**config.mk**
```make
export PLATFORM = sky130hd
export DESIGN_NAME = i2c_master_bit_engine
export DESIGN_NICKNAME = d
export VERILOG_FILES = /design/src/hdl/i2cbe_pkg.sv /design/src/hdl/i2cbe_front.sv /design/src/hdl/i2cbe_back.sv /design/src/hdl/i2c_master_bit_engine.sv
export SDC_FILE = /design/constraint.sdc
export NUM_CORES = 1
export LEC_CHECK = 0
export BUFFER_PORTS_ARGS = -buffer_cell sky130_fd_sc_hd__buf_4
export CAP_MARGIN = 20
export CORE_MARGIN = 3
export CORE_UTILIZATION = 50
export DETAILED_ROUTE_END_ITERATION = 6
export GPL_TIMING_DRIVEN = 0
export PLACE_DENSITY_LB_ADDON = 0.1
export SYNTH_ARGS = -nofsm -noshare
export SYNTH_HDL_FRONTEND = slang
export SYNTH_HIERARCHICAL = 1
export SYNTH_SLANG_ARGS = --single-unit
```
**constraint.sdc**
```tcl
create_clock -name clk -period 5.75 [get_ports clk]
set_clock_uncertainty 0.15 [all_clocks]
set_input_delay 1.15 -clock clk [delete_from_list [all_inputs] [get_ports clk]]
set_output_delay 1.15 -clock clk [all_outputs]
set_load 0.005 [all_outputs]
```
**src/hdl/i2cbe_pkg.sv**
```systemverilog
// Shared types and constants for the I2C master bit engine.
package i2cbe_pkg;

  // Input kind codes as they arrive on the stream
  localparam logic [2:0] KIND_NONE  = 3'd0;
  localparam logic [2:0] KIND_START = 3'd1;
  localparam logic [2:0] KIND_STOP  = 3'd2;
  localparam logic [2:0] KIND_WRITE = 3'd3;
  localparam logic [2:0] KIND_READ  = 3'd4;
  localparam logic [2:0] KIND_SACK  = 3'd5;
  localparam logic [2:0] KIND_RACK  = 3'd6;

  // Phase counts per command
  localparam logic [4:0] BYTE_PHASES = 5'd16;
  localparam logic [4:0] BIT_PHASES  = 5'd2;

  localparam int         HP_W     = 16;
  localparam logic [HP_W-1:0] HP_RESET = 16'd250;

  // Queue between front and back
  localparam int QDEPTH = 2;
  localparam int QPTR_W = $clog2(QDEPTH);
  localparam int QCNT_W = $clog2(QDEPTH + 1);

  localparam int IN_DATA_W  = 16;
  localparam int IN_USER_W  = 3;
  localparam int OUT_DATA_W = 16;

  // Running command, one-hot
  typedef enum logic [6:0] {
    CMD_IDLE  = 7'b0000001,
    CMD_START = 7'b0000010,
    CMD_STOP  = 7'b0000100,
    CMD_WRITE = 7'b0001000,
    CMD_READ  = 7'b0010000,
    CMD_SACK  = 7'b0100000,
    CMD_RACK  = 7'b1000000
  } cmd_t;

  // Classified tick word handed from front to back
  typedef struct packed {
    cmd_t       cmd;
    logic [7:0] tx_byte;
    logic       ack_bit;
    logic       sda_in;
  } tick_t;

  // Queue status seen by the back end
  typedef struct packed {
    logic  valid;
    tick_t word;
  } q_head_t;

endpackage

```
**src/hdl/i2cbe_front.sv**
```systemverilog
// Front end: decodes incoming ticks and queues them for the bit engine.
module i2cbe_front (
  input  logic                             clk,
  input  logic                             rst_n,
  input  logic                             in_tvalid,
  output logic                             in_tready,
  input  logic [i2cbe_pkg::IN_DATA_W-1:0]  in_tdata,
  input  logic [i2cbe_pkg::IN_USER_W-1:0]  in_tuser,
  output i2cbe_pkg::q_head_t               q_head,
  input  logic                             q_pop
);
  import i2cbe_pkg::*;

  tick_t             mem_r [QDEPTH];
  logic [QPTR_W-1:0] wr_ptr_r, wr_ptr_nxt;
  logic [QPTR_W-1:0] rd_ptr_r, rd_ptr_nxt;
  logic [QCNT_W-1:0] count_r, count_nxt;
  tick_t             word;
  logic              push;

  always_comb begin
    case (in_tuser)
      KIND_START: word.cmd = CMD_START;
      KIND_STOP:  word.cmd = CMD_STOP;
      KIND_WRITE: word.cmd = CMD_WRITE;
      KIND_READ:  word.cmd = CMD_READ;
      KIND_SACK:  word.cmd = CMD_SACK;
      KIND_RACK:  word.cmd = CMD_RACK;
      default:    word.cmd = CMD_IDLE;  // none, or unused code
    endcase
    word.tx_byte = in_tdata[7:0];
    word.ack_bit = in_tdata[8];
    word.sda_in  = in_tdata[9];
  end

  assign in_tready = (count_r != QCNT_W'(QDEPTH));
  assign push      = in_tvalid && in_tready;

  always_comb begin
    wr_ptr_nxt = push  ? wr_ptr_r + QPTR_W'(1) : wr_ptr_r;
    rd_ptr_nxt = q_pop ? rd_ptr_r + QPTR_W'(1) : rd_ptr_r;
    count_nxt  = count_r + QCNT_W'(push) - QCNT_W'(q_pop);
  end

  always_ff @(posedge clk) begin
    if (!rst_n) begin
      wr_ptr_r <= '0;
      rd_ptr_r <= '0;
      count_r  <= '0;
    end else begin
      wr_ptr_r <= wr_ptr_nxt;
      rd_ptr_r <= rd_ptr_nxt;
      count_r  <= count_nxt;
    end
  end

  always_ff @(posedge clk) begin
    if (push) begin
      mem_r[wr_ptr_r] <= word;
    end
  end

  assign q_head.valid = (count_r != '0);
  assign q_head.word  = mem_r[rd_ptr_r];

endmodule

```
**src/hdl/i2cbe_back.sv**
```systemverilog
// Back end: I2C bit sequencer, half-period timer and result register.
module i2cbe_back (
  input  logic                              clk,
  input  logic                              rst_n,
  input  logic                              cfg_we,
  input  logic [i2cbe_pkg::HP_W-1:0]        cfg_wdata,
  input  i2cbe_pkg::q_head_t                q_head,
  output logic                              q_pop,
  output logic                              out_tvalid,
  input  logic                              out_tready,
  output logic [i2cbe_pkg::OUT_DATA_W-1:0]  out_tdata
);
  import i2cbe_pkg::*;

  logic [HP_W-1:0] hp_r;
  cmd_t            cmd_r, cmd_nxt;
  logic [4:0]      phase_r, phase_nxt;
  logic [HP_W-1:0] timer_r, timer_nxt;
  logic [7:0]      shift_r, shift_nxt;
  logic            scl_r, scl_nxt;
  logic            sda_r, sda_nxt;
  logic            ack_r, ack_nxt;
  logic [7:0]      rx_r, rx_nxt;
  logic            out_valid_r;
  logic [OUT_DATA_W-1:0] out_data_r, out_data_nxt;

  logic [HP_W-1:0] hp;
  logic [4:0]      phases;
  logic            done;
  logic            enter;
  logic            reading;
  tick_t           w;

  assign w     = q_head.word;
  assign q_pop = q_head.valid && (!out_valid_r || out_tready);
  assign hp    = (hp_r == '0) ? HP_W'(1) : hp_r;
  assign phases = (cmd_r == CMD_WRITE || cmd_r == CMD_READ) ? BYTE_PHASES : BIT_PHASES;

  always_comb begin
    cmd_nxt   = cmd_r;
    phase_nxt = phase_r;
    timer_nxt = timer_r;
    shift_nxt = shift_r;
    scl_nxt   = scl_r;
    sda_nxt   = sda_r;
    ack_nxt   = ack_r;
    rx_nxt    = rx_r;
    done      = 1'b0;
    enter     = 1'b0;
    if (q_pop) begin
      if (cmd_r != CMD_IDLE) begin
        timer_nxt = timer_r + HP_W'(1);
        if (timer_nxt >= hp) begin
          timer_nxt = '0;
          // end of an SCL high phase: shift or sample
          if (phase_r[0]) begin
            case (cmd_r)
              CMD_WRITE, CMD_SACK: shift_nxt = {shift_r[6:0], 1'b0};
              CMD_READ:            shift_nxt = {shift_r[6:0], w.sda_in};
              CMD_RACK:            ack_nxt   = w.sda_in;
              default:             ;
            endcase
          end
          phase_nxt = phase_r + 5'd1;
          if (phase_nxt >= phases) begin
            if (cmd_r == CMD_STOP) sda_nxt = 1'b1;
            else                   scl_nxt = 1'b0;
            if (cmd_r == CMD_READ) rx_nxt = shift_nxt;
            cmd_nxt   = CMD_IDLE;
            phase_nxt = '0;
            timer_nxt = '0;
            done      = 1'b1;
          end else begin
            enter = 1'b1;
          end
        end
      end else if (w.cmd != CMD_IDLE) begin
        cmd_nxt   = w.cmd;
        phase_nxt = '0;
        timer_nxt = '0;
        case (w.cmd)
          CMD_WRITE: shift_nxt = w.tx_byte;
          CMD_SACK:  shift_nxt = {w.ack_bit, 7'd0};
          CMD_READ:  shift_nxt = '0;
          default:   ;
        endcase
        enter = 1'b1;
      end
      if (enter) begin
        case (cmd_nxt)
          CMD_START: begin
            scl_nxt = 1'b1;
            sda_nxt = (phase_nxt == '0);
          end
          CMD_STOP: begin
            sda_nxt = 1'b0;
            scl_nxt = (phase_nxt != '0);
          end
          default: begin
            if (!phase_nxt[0]) begin
              scl_nxt = 1'b0;
              sda_nxt = (cmd_nxt == CMD_READ || cmd_nxt == CMD_RACK) ? 1'b1 : shift_nxt[7];
            end else begin
              scl_nxt = 1'b1;
            end
          end
        endcase
      end
    end
  end

  assign reading = (cmd_nxt == CMD_READ) || (cmd_nxt == CMD_RACK);

  always_comb begin
    out_data_nxt        = '0;
    out_data_nxt[0]     = scl_nxt;
    out_data_nxt[1]     = sda_nxt;
    out_data_nxt[2]     = reading;
    out_data_nxt[3]     = (cmd_nxt != CMD_IDLE);
    out_data_nxt[4]     = done;
    out_data_nxt[12:5]  = rx_nxt;
    out_data_nxt[13]    = ack_nxt;
  end

  always_ff @(posedge clk) begin
    if (!rst_n) begin
      hp_r        <= HP_RESET;
      cmd_r       <= CMD_IDLE;
      phase_r     <= '0;
      timer_r     <= '0;
      shift_r     <= '0;
      scl_r       <= 1'b1;
      sda_r       <= 1'b1;
      ack_r       <= 1'b0;
      rx_r        <= '0;
      out_valid_r <= 1'b0;
    end else begin
      if (cfg_we) hp_r <= cfg_wdata;
      cmd_r   <= cmd_nxt;
      phase_r <= phase_nxt;
      timer_r <= timer_nxt;
      shift_r <= shift_nxt;
      scl_r   <= scl_nxt;
      sda_r   <= sda_nxt;
      ack_r   <= ack_nxt;
      rx_r    <= rx_nxt;
      if (q_pop)           out_valid_r <= 1'b1;
      else if (out_tready) out_valid_r <= 1'b0;
    end
  end

  always_ff @(posedge clk) begin
    if (q_pop) out_data_r <= out_data_nxt;
  end

  assign out_tvalid = out_valid_r;
  assign out_tdata  = out_data_r;

endmodule

```
**src/hdl/i2c_master_bit_engine.sv**
```systemverilog
// Top level of the I2C master bit engine: front queue plus bit sequencer.
//
// One input word is one tick of the bit timer; every accepted word yields
// exactly one result word, in order. The block takes one word per clock
// cycle when the result side keeps up. A word crosses the front decoder
// into a two-entry queue, and the back end retires one queued word per
// cycle into the output register while that register is empty or being
// taken. An accepted word is stored in the queue, and the back end then
// loads its result into the output register that drives out_tdata. The
// back end updates its state (timer, phase, shift register) once for each
// word it retires. A stalled result side fills the queue (two words)
// behind the output register (one word), after which in_tready drops. A
// command (start, stop, write byte, read byte, send ack, read ack) is taken
// only while the engine is idle; each of its phases lasts half_period_ticks
// ticks (zero counts as one). cfg_wdata sets half_period_ticks (reset 250).
// The user must write it only while no word is in flight in the queue or
// the output register; the block itself does not enforce this. A write
// that lands in the middle of a phase ends that phase as soon as its
// elapsed ticks reach the new value.
module i2c_master_bit_engine (
  input  logic        clk,
  input  logic        rst_n,
  // configuration: half_period_ticks
  input  logic        cfg_we,
  input  logic [15:0] cfg_wdata,
  // input ticks
  input  logic        in_tvalid,
  output logic        in_tready,
  input  logic [15:0] in_tdata,   // [7:0] tx_byte, [8] ack_bit, [9] sda_in, rest zero
  input  logic [2:0]  in_tuser,   // [2:0] kind
  // results
  output logic        out_tvalid,
  input  logic        out_tready,
  output logic [15:0] out_tdata   // [0] scl_level, [1] sda_level, [2] sda_reading,
                                  // [3] busy_res, [4] done_res, [12:5] rx_byte,
                                  // [13] rx_nack, rest zero
);
  import i2cbe_pkg::*;

  q_head_t q_head;   // head of the tick queue
  logic    q_pop;    // back end retires the head word

  i2cbe_front u_front (
    .clk       (clk),
    .rst_n     (rst_n),
    .in_tvalid (in_tvalid),
    .in_tready (in_tready),
    .in_tdata  (in_tdata),
    .in_tuser  (in_tuser),
    .q_head    (q_head),
    .q_pop     (q_pop)
  );

  i2cbe_back u_back (
    .clk        (clk),
    .rst_n      (rst_n),
    .cfg_we     (cfg_we),
    .cfg_wdata  (cfg_wdata),
    .q_head     (q_head),
    .q_pop      (q_pop),
    .out_tvalid (out_tvalid),
    .out_tready (out_tready),
    .out_tdata  (out_tdata)
  );

endmodule

```
==> impl_metrics.env, run 1 <==
export IMPL_run_status="complete, no violations"
export IMPL_finish_net_count=740
export IMPL_cts_buffers_inserted=17
export IMPL_total_design_power_uw=3560
export IMPL_io_buffers=48
export IMPL_fraction_of_the_cycle_the_final_worst_path_needs_pct=91.2
export IMPL_worstSkewPairLatency_ps=410
export IMPL_number_of_global_route_vias_before_repair=4788
export IMPL_placeableCoreArea_um2=11700
export IMPL_detailed_place_hpwl_mm=10.4
export IMPL_finish_instance_area_um2=7320
export IMPL_netlist_area_um2=6130
export IMPL_synthXorXnorAreaFrac_pct=3.57
export IMPL_synth_lib_cells_used_distinct=71
export IMPL_clkSinkCount=117
export IMPL_synthesis_instances=610
export IMPL_critPathMaxFanout=8
export IMPL_drt_wirelength_per_cell_um=17.6
export IMPL_synth_top_family_by_area="simple AND/OR/NAND/NOR gates"
export IMPL_die_x_um=117
export IMPL_synth_enable_flop_cells=48
export IMPL_gp_routability_congestion=0.911
export IMPL_cts_htree_levels=4
export IMPL_wirelength_mm=14.7
export IMPL_min_delay_start="u_back/rx_r[2]"
export IMPL_tightest_slew_ps=844
export IMPL_preCtsSetupSlack_ps=538
export IMPL_fraction_of_the_mapped_netlist_area_in_adder_cells_pct=4.29
export IMPL_drt_iter0_drc=440
export IMPL_fp_dieArea_um2=13600
export IMPL_setup_worst_path_class="flip-flop to flip-flop"
export IMPL_placementRows=39
export IMPL_final_fill_count=1008
export IMPL_worst_ep_required_time_ps=5750
export IMPL_worstSetupEndpointType="flip-flop"
export IMPL_holdPathStages=1
export IMPL_tritoncts="yes"
export IMPL_grtUsageMet1_pct=32.4
export IMPL_cp_top_family="simple AND/OR/NAND/NOR gates"
export IMPL_drt_antenna_violating_nets=0
export IMPL_reg2regPathDepth=17
export IMPL_pwr_density_cell_nw_per_um2=486
export IMPL_synth_top_cell_area_share_pct=23.5
export IMPL_layout_cells_most_common="sky130_fd_sc_hd__dfxtp_1"
export IMPL_timing_final_max_slew_violations=0
export IMPL_cp_slowest_cell="sky130_fd_sc_hd__or4b_1"
export IMPL_layoutNonFillerInstCount=835
export IMPL_route_detailed_vias_per_inst=5.95
export IMPL_timing_reg2reg_setup_slack_ps=500
export IMPL_globalRoute_busiestLayer="met2"
export IMPL_worstHoldPathType="flip-flop to flip-flop"
export IMPL_synth_simple_gate_area_share_pct=19.1
export IMPL_synth_seq_cells=117
export IMPL_achievable_frequency_ghz=0.191
export IMPL_grt_start_max_net_pins=29
export IMPL_maxCapViolCount=0
export IMPL_synthDominantAreaCellType="sky130_fd_sc_hd__edfxtp_1"
export IMPL_die_h_um=117
export IMPL_synth_flop_cell="sky130_fd_sc_hd__dfxtp_1"
export IMPL_postLayoutSetupSlackWorst_ps=505
export IMPL_n_antenna_cell=0
export IMPL_worstReg2RegEnd="u_back/out_tdata[0]"
export IMPL_first_pass_iters=5
export IMPL_global_route_usage_met2_pct=34.3
export IMPL_cts_root_buffer_cell="sky130_fd_sc_hd__clkbuf_16"
export IMPL_report_final_setup_viol=0
export IMPL_final_setup_tns_ps=0
export IMPL_worstPathCellList="ha_1, and3_1, and3_1, and3_1, and3_1, clkbuf_1, nand3_1, xnor2_1, ha_1, nand4_1, nor2_1, a311oi_2, a31oi_2, or4b_1, a21o_1, nor4_2, o31ai_1"
export IMPL_grt_antenna_before_repair=0
export IMPL_timing_critical_path_mode_cell="sky130_fd_sc_hd__and3_1"
export IMPL_vias=4970
export IMPL_ir_drop_mv=0.323
export IMPL_ys_warn_count=6
export IMPL_place_detailed_instances=802
export IMPL_first_pass_grt_wire_length_mm=24.1
export IMPL_yosys_mux_area_fraction_pct=6.41
export IMPL_synthToLayoutAreaGrowth_pct=19.4
export IMPL_finalWorstPathRequiredPeriod_ps=5250
export IMPL_layout_common_cells="sky130_fd_sc_hd__dfxtp_1, sky130_fd_sc_hd__buf_4, sky130_fd_sc_hd__edfxtp_1"
export IMPL_worstReg2RegStart="u_back/timer_r[0]"
export IMPL_post_synth_cell_area_avg_um2=10.0
export IMPL_max_clock_path_buffers=2
export IMPL_detailed_place_area_um2=6670
export IMPL_proportion_of_layout_cells_with_a_drive_suffix_above_1_pct=16.8
export IMPL_grt_overflow_total=0
export IMPL_clkSlewWorstSetupHoldPaths_ps=50
export IMPL_initial_utilization_pct=52.3
export IMPL_max_stage_delay_ps=530
export IMPL_io_pins=58
export IMPL_synth_top_cells_by_area="sky130_fd_sc_hd__edfxtp_1, sky130_fd_sc_hd__dfxtp_1, sky130_fd_sc_hd__ha_1"
export IMPL_worst_path_buf_inv=1
export IMPL_drt_drc_violations_left=0
export IMPL_synth_compound_gate_area_share_pct=16.5
export IMPL_destination_of_the_worst_hold_path="u_back/out_tdata[7]"
export IMPL_synth_sequential_area_ratio_pct=46.1
export IMPL_critPathLaunchType="flip-flop"
export IMPL_hold_buffers=0
export IMPL_global_route_usage_met3_pct=5.49
export IMPL_groute_usage_overall_pct=22.9
export IMPL_timing_max_slew_rel_slack_pct=43.8
export IMPL_leakagePower_uw=0.00311
export IMPL_async_reset_ff_share_pct=0
export IMPL_arrival_ps=5240
export IMPL_setup_repair_after_global_routing_missed_its_margin="no"
export IMPL_timing_final_hold_violations=0
metal layers:
metal | wire (um) | up-vias
li1 | - | 2375
met1 | 7140 | 2424
met2 | 6530 | 147
met3 | 820 | 24
met4 | 229 | 0
met5 | 0 | -
synth_stat cells (all sizes together), types with 3 or more instances:
cell / n
a21boi: 15
a21o: 10
a21oi: 14
a221oi: 3
a22oi: 11
a31oi: 4
and2: 19
and3: 10
and3b: 3
buf: 10
clkbuf: 24
dfxtp: 69
edfxtp: 48
ha: 21
inv: 26
mux2: 18
mux2i: 19
nand2: 42
nand2b: 7
nand3: 17
nand3b: 12
nand4: 7
nor2: 36
nor2b: 21
nor3: 10
nor3b: 5
nor4: 7
nor4b: 3
o211a: 10
o211ai: 14
o21ai: 23
o221ai: 3
o22ai: 3
or3: 9
xnor2: 15
xor2: 10
worst max-delay path by stage:
stage	from	slack (ps)	endpoint	cells after the start
6_report	u_back/timer_r[0]	500	u_back/out_tdata[0]	17
5_1_grt	u_back/timer_r[0]	150	u_back/out_tdata[0]	17
4_1_cts	u_back/timer_r[0]	500	u_back/out_tdata[0]	17
3_5_place_dp	u_back/timer_r[0]	540	u_back/out_tdata[0]	17
3_3_place_gp	u_back/timer_r[0]	600	u_back/out_tdata[0]	17
2_1_floorplan	u_back/timer_r[0]	1320	u_back/out_tdata[0]	17
what timing repair did:
item / CTS / global route
endpoints found under the setup margin: 0 / 2
resized for setup: 0 / 1
buffers inserted: 0 / 0
worst register-to-register path: stages, from the launching register on:
cell and delay, ps:
sky130_fd_sc_hd__dfxtp_1 410, sky130_fd_sc_hd__ha_1 260, sky130_fd_sc_hd__and3_1 270, sky130_fd_sc_hd__and3_1 260, sky130_fd_sc_hd__and3_1 270, sky130_fd_sc_hd__and3_1 170
sky130_fd_sc_hd__clkbuf_1 220, sky130_fd_sc_hd__nand3_1 130, sky130_fd_sc_hd__xnor2_1 410, sky130_fd_sc_hd__ha_1 330, sky130_fd_sc_hd__nand4_1 130, sky130_fd_sc_hd__nor2_1 70
sky130_fd_sc_hd__a311oi_2 380, sky130_fd_sc_hd__a31oi_2 270, sky130_fd_sc_hd__or4b_1 540, sky130_fd_sc_hd__a21o_1 260, sky130_fd_sc_hd__nor4_2 370, sky130_fd_sc_hd__o31ai_1 110
state kept, by name (all words and copies together), names as in the netlist, 2 cells and up, named ones only:
| register | count |
|---|---|
| u_front/mem_r | 34 |
| u_back/rx_r | 8 |
| u_front/count_r | 2 |
| u_back/timer_r | 16 |
| u_back/hp_r | 16 |
| u_back/phase_r | 5 |
| u_back/out_tdata | 14 |
| u_back/cmd_r | 7 |
| u_back/shift_r | 8 |
layout make-up:
cell class / count / area, um^2 / share of cell area, %
Clock inverter: 7 / 113 / 1.54
Clock buffer: 25 / 519 / 7.10
Tap cell: 143 / 179 / 2.44
Inverter: 26 / 97.6 / 1.33
Timing Repair Buffer: 49 / 368 / 5.03
Sequential cell: 117 / 2820 / 38.6
Multi-Input combinational cell: 434 / 3070 / 41.9
Buffer: 34 / 153 / 2.09
metrics by stage:
step,utilization [%],hold slack (ps)
2_1_floorplan,-,323
3_3_place_gp,57.0,348
5_1_grt,62.5,391
4_1_cts,62.4,367
3_5_place_dp,57.0,358
6_report,62.5,366
power by group:
part	switching, uW	internal (uW)	total [uW]
combinational	816	516	1330
clock	364	757	1120
sequential	77.7	1030	1110
cells by family (layout without fill, tap and decap cells):
kind of cell	after synthesis	count (layout)
DFF	117	117
AOI/OAI and AO/OA	135	135
xor gates and xnor gates	25	25
and+or+nand+nor	214	214
muxes	37	37
adders and majority gates	21	21
other	1	2
buffers and inverters	60	141
No activity file was read; power rests on OpenSTA's default activity.
==> inputs of run 2 (changes only) <==
--- a/config.mk
+++ b/config.mk
@@ -7,7 +7,7 @@
 export LEC_CHECK = 0
 export BUFFER_PORTS_ARGS = -buffer_cell sky130_fd_sc_hd__buf_4
 export CAP_MARGIN = 20
-export CORE_MARGIN = 3
+export CORE_MARGIN = 2
 export CORE_UTILIZATION = 50
 export DETAILED_ROUTE_END_ITERATION = 6
 export GPL_TIMING_DRIVEN = 0
==> impl_metrics.env, run 2 (synthesized netlist as in run 1, its figures left out) <==
export IMPL_report_final_setup_viol=0
export IMPL_vias=4877
export IMPL_worstSetupEndpointType="flip-flop"
export IMPL_cts_root_buffer_cell="sky130_fd_sc_hd__clkbuf_16"
export IMPL_synthToLayoutAreaGrowth_pct=18.6
export IMPL_critPathMaxFanout=10
export IMPL_fp_dieArea_um2=13200
export IMPL_detailed_place_hpwl_mm=10.3
export IMPL_cts_htree_levels=4
export IMPL_fraction_of_the_cycle_the_final_worst_path_needs_pct=92.9
export IMPL_grt_overflow_total=0
export IMPL_cts_repair_resized=0
export IMPL_cts_buffers_inserted=17
export IMPL_grt_start_max_net_pins=29
export IMPL_drt_wirelength_per_cell_um=17.0
export IMPL_share_clk_of_total_power_pct=29.6
export IMPL_layout_cells_most_common="sky130_fd_sc_hd__dfxtp_1"
export IMPL_die_x_um=115
export IMPL_io_buffers=48
export IMPL_drt_drc_violations_left=0
export IMPL_setup_repair_after_global_routing_missed_its_margin="no"
export IMPL_leakagePower_uw=0.00310
export IMPL_first_pass_iters=5
export IMPL_groute_usage_overall_pct=22.7
export IMPL_timing_max_slew_rel_slack_pct=40.7
export IMPL_arrival_ps=5420
export IMPL_n_antenna_cell=0
export IMPL_net_switching_power_uw=1230
export IMPL_postCtsSetupBuffers=0
export IMPL_worst_ep_required_time_ps=5830
export IMPL_clkSlewWorstSetupHoldPaths_ps=50
export IMPL_switching_share_pct=35.7
export IMPL_number_of_global_route_vias_before_repair=4741
export IMPL_tritoncts="yes"
export IMPL_first_pass_grt_wire_length_mm=23.1
export IMPL_timing_critical_path_mode_cell="sky130_fd_sc_hd__and3_1"
export IMPL_proportion_of_layout_cells_with_a_drive_suffix_above_1_pct=17.1
export IMPL_maxCapViolCount=0
export IMPL_route_detailed_vias_per_inst=5.81
export IMPL_hold_buffers=0
export IMPL_largest_register_ffs=34
export IMPL_registers_top_by_ff_count="u_front/mem_r"
export IMPL_worstPathCellList="ha_1, and3_1, and3_1, and3_1, and3_1, clkbuf_1, nand3_1, xnor2_1, ha_1, nand4_1, nor2_1, a311oi_1, nand3_1, nand2_1, clkbuf_1, o32a_1, o21ai_0, o31ai_1"
export IMPL_clkSinkCount=117
export IMPL_timing_final_max_slew_violations=0
export IMPL_wirelength_mm=14.2
export IMPL_ir_drop_mv=0.274
export IMPL_worstHoldPathType="flip-flop to flip-flop"
export IMPL_run_status="complete, no violations"
export IMPL_tightest_slew_ps=890
export IMPL_achievable_frequency_ghz=0.187
export IMPL_finish_net_count=740
export IMPL_max_stage_delay_ps=490
export IMPL_reg2regPathDepth=18
export IMPL_drt_iter0_drc=373
export IMPL_placementRows=40
export IMPL_die_h_um=115
export IMPL_internal_power_uw=2210
export IMPL_p_seq_share_pct=32.2
export IMPL_drt_antenna_violating_nets=0
export IMPL_critPathLaunchType="flip-flop"
export IMPL_final_util_pct=60.5
export IMPL_grt_antenna_before_repair=0
export IMPL_layout_common_cells="sky130_fd_sc_hd__dfxtp_1, sky130_fd_sc_hd__buf_4, sky130_fd_sc_hd__edfxtp_1"
export IMPL_holdPathStages=2
export IMPL_initial_utilization_pct=51.0
export IMPL_share_comb_of_total_power_pct=38.2
export IMPL_max_clock_path_buffers=2
export IMPL_worstSkewPairLatency_ps=410
export IMPL_pwr_density_cell_nw_per_um2=472
export IMPL_finalWorstPathRequiredPeriod_ps=5340
export IMPL_setup_worst_path_class="flip-flop to flip-flop"
export IMPL_cp_slowest_cell="sky130_fd_sc_hd__clkbuf_1"
export IMPL_io_pins=58
export IMPL_gp_routability_congestion=0.936
export IMPL_largest_registers="u_front/mem_r: 34 flops, u_back/hp_r: 16 flops, u_back/timer_r: 16 flops"
export IMPL_final_setup_tns_ps=0
export IMPL_timing_final_hold_violations=0
export IMPL_placeableCoreArea_um2=12000
-- run 2: cell count changes in the layout (fill, tap and decap cells not counted), sizes merged --
cell and change:
bufinv -2, inv +1, clkbuf -1, clkinvlp -1
clkinv +3
-- run 2: power by group through the flow --
| stage | registers, uW | clock network [uW] | logic, uW |
|---|---|---|---|
| 6_report | 1110 | 1020 | 1310 |
| 5_1_grt | 1120 | 1080 | 1460 |
| 4_1_cts | 1110 | 1040 | 1300 |
| 3_5_place_dp | 1120 | 0 | 1290 |
| 3_3_place_gp | 1120 | 0 | 1280 |
| 2_1_floorplan | 1100 | 0 | 931 |
-- run 2: worst max-delay path, delay by kind of cell (launching register included) --
family,cells,cell delay [ps]
XOR/XNOR,1,400
AO/OA/AOI/OAI,4,920
buffers and inverters,2,690
AND/OR/NAND/NOR,9,1990
adder cells (fa/ha/maj),2,590
flip-flops,1,420
-- run 2: through the flow --
stage / setup slack (ps) / hold slack [ps] / cell area (um^2) / std cells / total power (uW)
6_report: 409 / 369 / 7270 / 839 / 3430
5_1_grt: 75.1 / 388 / 7270 / 839 / 3660
4_1_cts: 505 / 372 / 7270 / 839 / 3440
3_5_place_dp: 580 / 360 / 6690 / 807 / 2410
3_3_place_gp: 639 / 349 / 6680 / 806 / 2400
2_1_floorplan: 1320 / 323 / 6130 / 611 / 2040
-- run 2: path summary, 6_finish.rpt --
kind / start / to / slack [ps]
max: u_back/timer_r[0] / u_back/out_tdata[0] / 410
min: u_back/hp_r[5] / u_back/hp_r[5] / 370
max reg2reg: u_back/timer_r[0] / u_back/out_tdata[0] / 410
min reg2reg: u_back/hp_r[5] / u_back/hp_r[5] / 370
-- run 2: final cells by class --
| type | instances | area, um^2 |
|---|---|---|
| Inverter | 26 | 97.6 |
| Fill cell | 1008 | 4740 |
| Buffer | 34 | 153 |
| Sequential cell | 117 | 2820 |
| Tap cell | 147 | 184 |
| Timing Repair Buffer | 49 | 368 |
| Multi-Input combinational cell | 434 | 3060 |
| Clock inverter | 8 | 70.1 |
| Clock buffer | 24 | 513 |
-- run 2: layer usage --
metal | vias to the layer above | wire [um] | track usage (%) | part of all wire [%]
met5 | - | 0 | 0 | 0
met4 | 0 | 220 | 7.31 | 1.5
met3 | 19 | 851 | 6.19 | 6.0
met2 | 135 | 6460 | 34.3 | 45
met1 | 2342 | 6710 | 31.9 | 47
li1 | 2381 | - | - | -
